$ cat config.mk
export PLATFORM = sky130hd
export DESIGN_NAME = brb_wrap_add
export DESIGN_NICKNAME = d
export VERILOG_FILES = /design/src/rtl/brb_wrap_add.sv
export SDC_FILE = /design/constraint.sdc
export NUM_CORES = 1
export LEC_CHECK = 0
export BUFFER_PORTS_ARGS = -buffer_cell sky130_fd_sc_hd__buf_2
export CORE_MARGIN = 1.5
export CORE_UTILIZATION = 35
export DETAILED_ROUTE_END_ITERATION = 10
export PLACE_DENSITY = 0.7
export SYNTH_ARGS = -nofsm -noshare
export SYNTH_HDL_FRONTEND = slang
export SYNTH_SLANG_ARGS = --single-unit
$ cat constraint.sdc
create_clock -name vclk -period 4.8
set_input_delay 0.24 -clock vclk [all_inputs]
set_output_delay 0.24 -clock vclk [all_outputs]
set_load 0.1 [all_outputs]
$ cat src/rtl/brb_wrap_add.sv
module brb_wrap_add #(
  parameter int AW = 12,
  parameter int CW = 13,
  parameter int UW = 14
) (
  input  logic [AW-1:0] a,
  input  logic [UW-1:0] b,
  input  logic [CW-1:0] size,
  output logic [AW-1:0] y
);

  logic [UW-1:0] sum;
  logic [UW-1:0] size_ext;

  // The first operand stays below the ring size and the second never exceeds it,
  // so one conditional subtract brings the sum back into range.
  always_comb begin
    size_ext = UW'(size);
    sum      = UW'(a) + b;
    if (sum >= size_ext) begin
      y = AW'(sum - size_ext);
    end else begin
      y = AW'(sum);
    end
  end

endmodule

## After elaboration in Yosys (flattened, before gate mapping)

Cells that the tools add are included.

- Register bits: 0
- Bits of input ports: 39
- Output and inout port bits: 12
- Logic and storage cells: 4

- Add/sub/neg operators: 2
- $lt $le $gt $ge: 1
- Muxes and demuxes: 1

Operators by type and width:

| operator | count |
|---|---|
| 12-bit by 14-bit adder with 14-bit output | 1 |
| 14-bit by 13-bit >= comparator with 1-bit output | 1 |
| 12-bit 2-to-1 mux | 1 |
| 12-bit subtractor | 1 |

## Longest topological paths before layout

- Depth after elaboration: 3
- Gate-level depth with buffers: 16
- Depth with buffers taken out: 15

## Worst setup path after synthesis

No wires, ideal clock.

- Kind: input to output
- From: input a[0]
- To: output y[0]
- Arrival: 4.726 ns
- Data required time: 4.560 ns
- Slack: -0.166 ns
- Stages: 16
- Path buffers: 2
- Cell sequence: ha_1 fa_1 a211o_1 a21oi_1 nor2b_1 nor2_1 xnor2_1 ha_1 clkbuf_1 nand4_1 a21oi_1 o41ai_1 nor2_1 a211oi_2 buf_6 mux2i_1

- Longest elaborated chain between the ends: 3
- Elaborated cells on any way between the ends: 4
- Classes of those cells: 2 x add/sub; 1 x order compare; 1 x mux

Ends and longest elaborated chain:

| what | line | RTL |
|---|---|---|
| from (decl) | 6 | `input logic [AW-1:0] a,` |
| 12-bit by 14-bit adder with 14-bit output (*) | 19 | `sum = UW'(a) + b;` |
| 12-bit subtractor / 14-bit by 13-bit >= comparator with 1-bit output (equally long branches) | 21, 20 |  |
| 12-bit 2-to-1 mux (*) | 20 | `if (sum >= size_ext) begin` |
| to (decl) | 9 | `output logic [AW-1:0] y` |

Mark *: on every way between the ends. The rest lies on a longest branch, timed or not.

## Worst setup path in the final report

- From: input a[0]
- To: output y[1]

The elaborated chain is that of the path after synthesis.

==> impl_metrics.tcl <==
set metrics [dict create \
    regArea_um2 0 \
    io_pins 51 \
    grt_pass1_wl_mm 5.49 \
    grt_pass1_vias 1314 \
    vias_per_cell 5.37 \
    syn_inst 181 \
    layout_common_cells "buf_2 (39), ha_1 (25), a21oi_1 (19)" \
    fp-row-count 22 \
    synth_area_leaders "ha_1 (23%), mux2_4 (8.7%), a21oi_1 (6.9%), xnor2_1 (6.3%), xor2_1 (5.7%)" \
    core_area_um2 3720 \
    wl_per_cell_um 12.0 \
    num_vias 1483 \
    tightest_slew_ns 0.657 \
    cts_resized 0 \
    worstSetupStartpointType "input pin" \
    area_delta_synth_final_pct 34.1 \
    p_leak_nw 0.945 \
    criticalPathCategory "in -> out" \
    grt-ovfl-total 0 \
    grtUsageTotal_pct 15.2 \
    drc 0 \
    synth_area_um2 1380 \
    port_buffers 51 \
    timing.final.crit_share_pct 87.4 \
    final_max_slew_viol_count 0 \
    syn_area_per_cell_um2 7.65 \
    drive_above_1_share_pct 29.4 \
    worstSetupEndpointType "output pin" \
    fp.dieH_um 65.9 \
    finalSetupViolations 0 \
    max-vdd-ir-drop_mv 0.179 \
    hold_violations 0 \
    initial_core_util_pct 37.2 \
    maxSlewHeadroom_pct 55.7 \
    fillCellCount 395 \
    yosys_warnings 0 \
    yosys.area.top_type "ha_1" \
    diodes 0 \
    drt-initial-drc-count 82 \
    hold_path_class "in -> out" \
    critical_path.endpoint "y[1]" \
    crit_start "a[0]" \
    final_common_cell "buf_2" \
    synth_top_area_share_pct 22.6 \
    seq_cells 0 \
    cts_setup_buffers 0 \
    cp_max_fo 8 \
    maxCapViolCount 0 \
    period_minus_slack_ns 4.20 \
    dp_cells 276 \
    syn_nets 247 \
    fin_nets 296 \
    fp.dieArea_um2 4340 \
    yosysUniqueCellTypes 41 \
    pre_cts_slack_ns 0.619 \
    fin_cells 276 \
    antenna_found_initial 0 \
    hpwl_mm 2.94 \
    routabilityCongestion 0.909 \
    die_w_um 65.9 \
    tns_ns 0 \
    nClkBuffers 0 \
    grt_start_max_net_pins 10 \
    timing.fmax_ghz 0.238 \
    drt_pass1_iterations 4 \
    crit_required_ns 4.56 \
    rsz0062_at_grt "no" \
    cts_hold_buf 0 \
    drtAntennaViolNets 0 \
    outcome "finished clean" \
    fin_ws_ns 0.604 \
    cellPowerDensity_nw_per_um2 561 \
    crit_arrival_ns 3.96 \
    routed_wl_mm 3.32 \
    seq_area_frac_synth_pct 0 \
]
-- cells by family (layout without fill, tap and decap cells) --
kind of cell	count (synthesis)	after routing	synth area share (%)
xor gates and xnor gates	19	19	12.0
muxes	13	13	12.5
adders and majority gates	27	27	25.5
and+or+nand+nor	46	46	17.0
buffers and inverters	24	71	7.68
AOI/OAI and AO/OA	52	52	25.3
-- power by group --
group          switching (W)  total, W  internal [W]  leakage (nW)
Combinational       0.000639   0.00104      0.000402         0.945
Clock                      0         0             0             0
Sequential                 0         0             0             0
-- per-layer routing --
layer / track usage [%] / vias up / wire (um)
met1: 21.5 / 671 / 1580
li1: - / 764 / -
met4: 0.781 / 0 / 17
met3: 0.341 / 2 / 140
met2: 26.6 / 46 / 1580
met5: 0 / - / 0
-- cell usage after synthesis (2+ instances only) --
library cell / count
buf_6: 2
ha_1: 25
fa_1: 2
and3_1: 3
a211oi_1: 2
nand4_1: 5
mux2i_1: 3
a21o_1: 7
nor3_1: 2
nor2_1: 13
nand2_1: 8
clkbuf_1: 3
nor2b_1: 5
o21ai_0: 7
mux2_2: 2
nand3_1: 6
mux2_4: 8
o21a_1: 3
xnor2_1: 10
inv_1: 18
xor2_1: 9
a21oi_1: 19
-- stage by stage --
step | utilization (%) | hold slack (ns) | instance area (um^2) | power, W
final | 49.9 | 1.03 | 1860 | 0.00104
after global routing | 49.9 | 1.06 | 1860 | 0.00109
after CTS | 49.9 | 1.05 | 1860 | 0.00104
after detailed placement | 49.9 | 1.04 | 1860 | 0.00104
after global placement | 49.9 | 1.04 | 1860 | 0.00103
after floorplan | - | 1.13 | 1380 | 0.000723
-- worst max-delay path: stages --
cell and delay (ns):
buf_2 0.10, ha_1 0.22, fa_1 0.42, a211o_1 0.30, a21oi_1 0.22, nor2b_1 0.07
nor2_1 0.12, xnor2_1 0.18, ha_1 0.37, nand4_1 0.14, a21oi_1 0.06, o41ai_1 0.38
nor2_1 0.10, a211oi_2 0.24, buf_4 0.22, mux2_2 0.39, buf_12 0.17
-- area by class of cell --
type	count	area, um^2	area share (%)
multi-input cells	157	1280	68.8
repair buffers	53	450	24.3
inverters	18	67.6	3.64
well taps	48	60.1	3.24
-- worst min-delay path by stage --
stage | depth (start not counted) | startpoint | endpoint
floorplan | 3 | b[2] | y[2]
global placement | 4 | size[0] | y[0]
detailed placement | 4 | size[0] | y[0]
CTS | 4 | size[0] | y[0]
global route | 4 | size[0] | y[0]
finish | 4 | size[0] | y[0]
No activity file was read; power rests on OpenSTA's default activity.
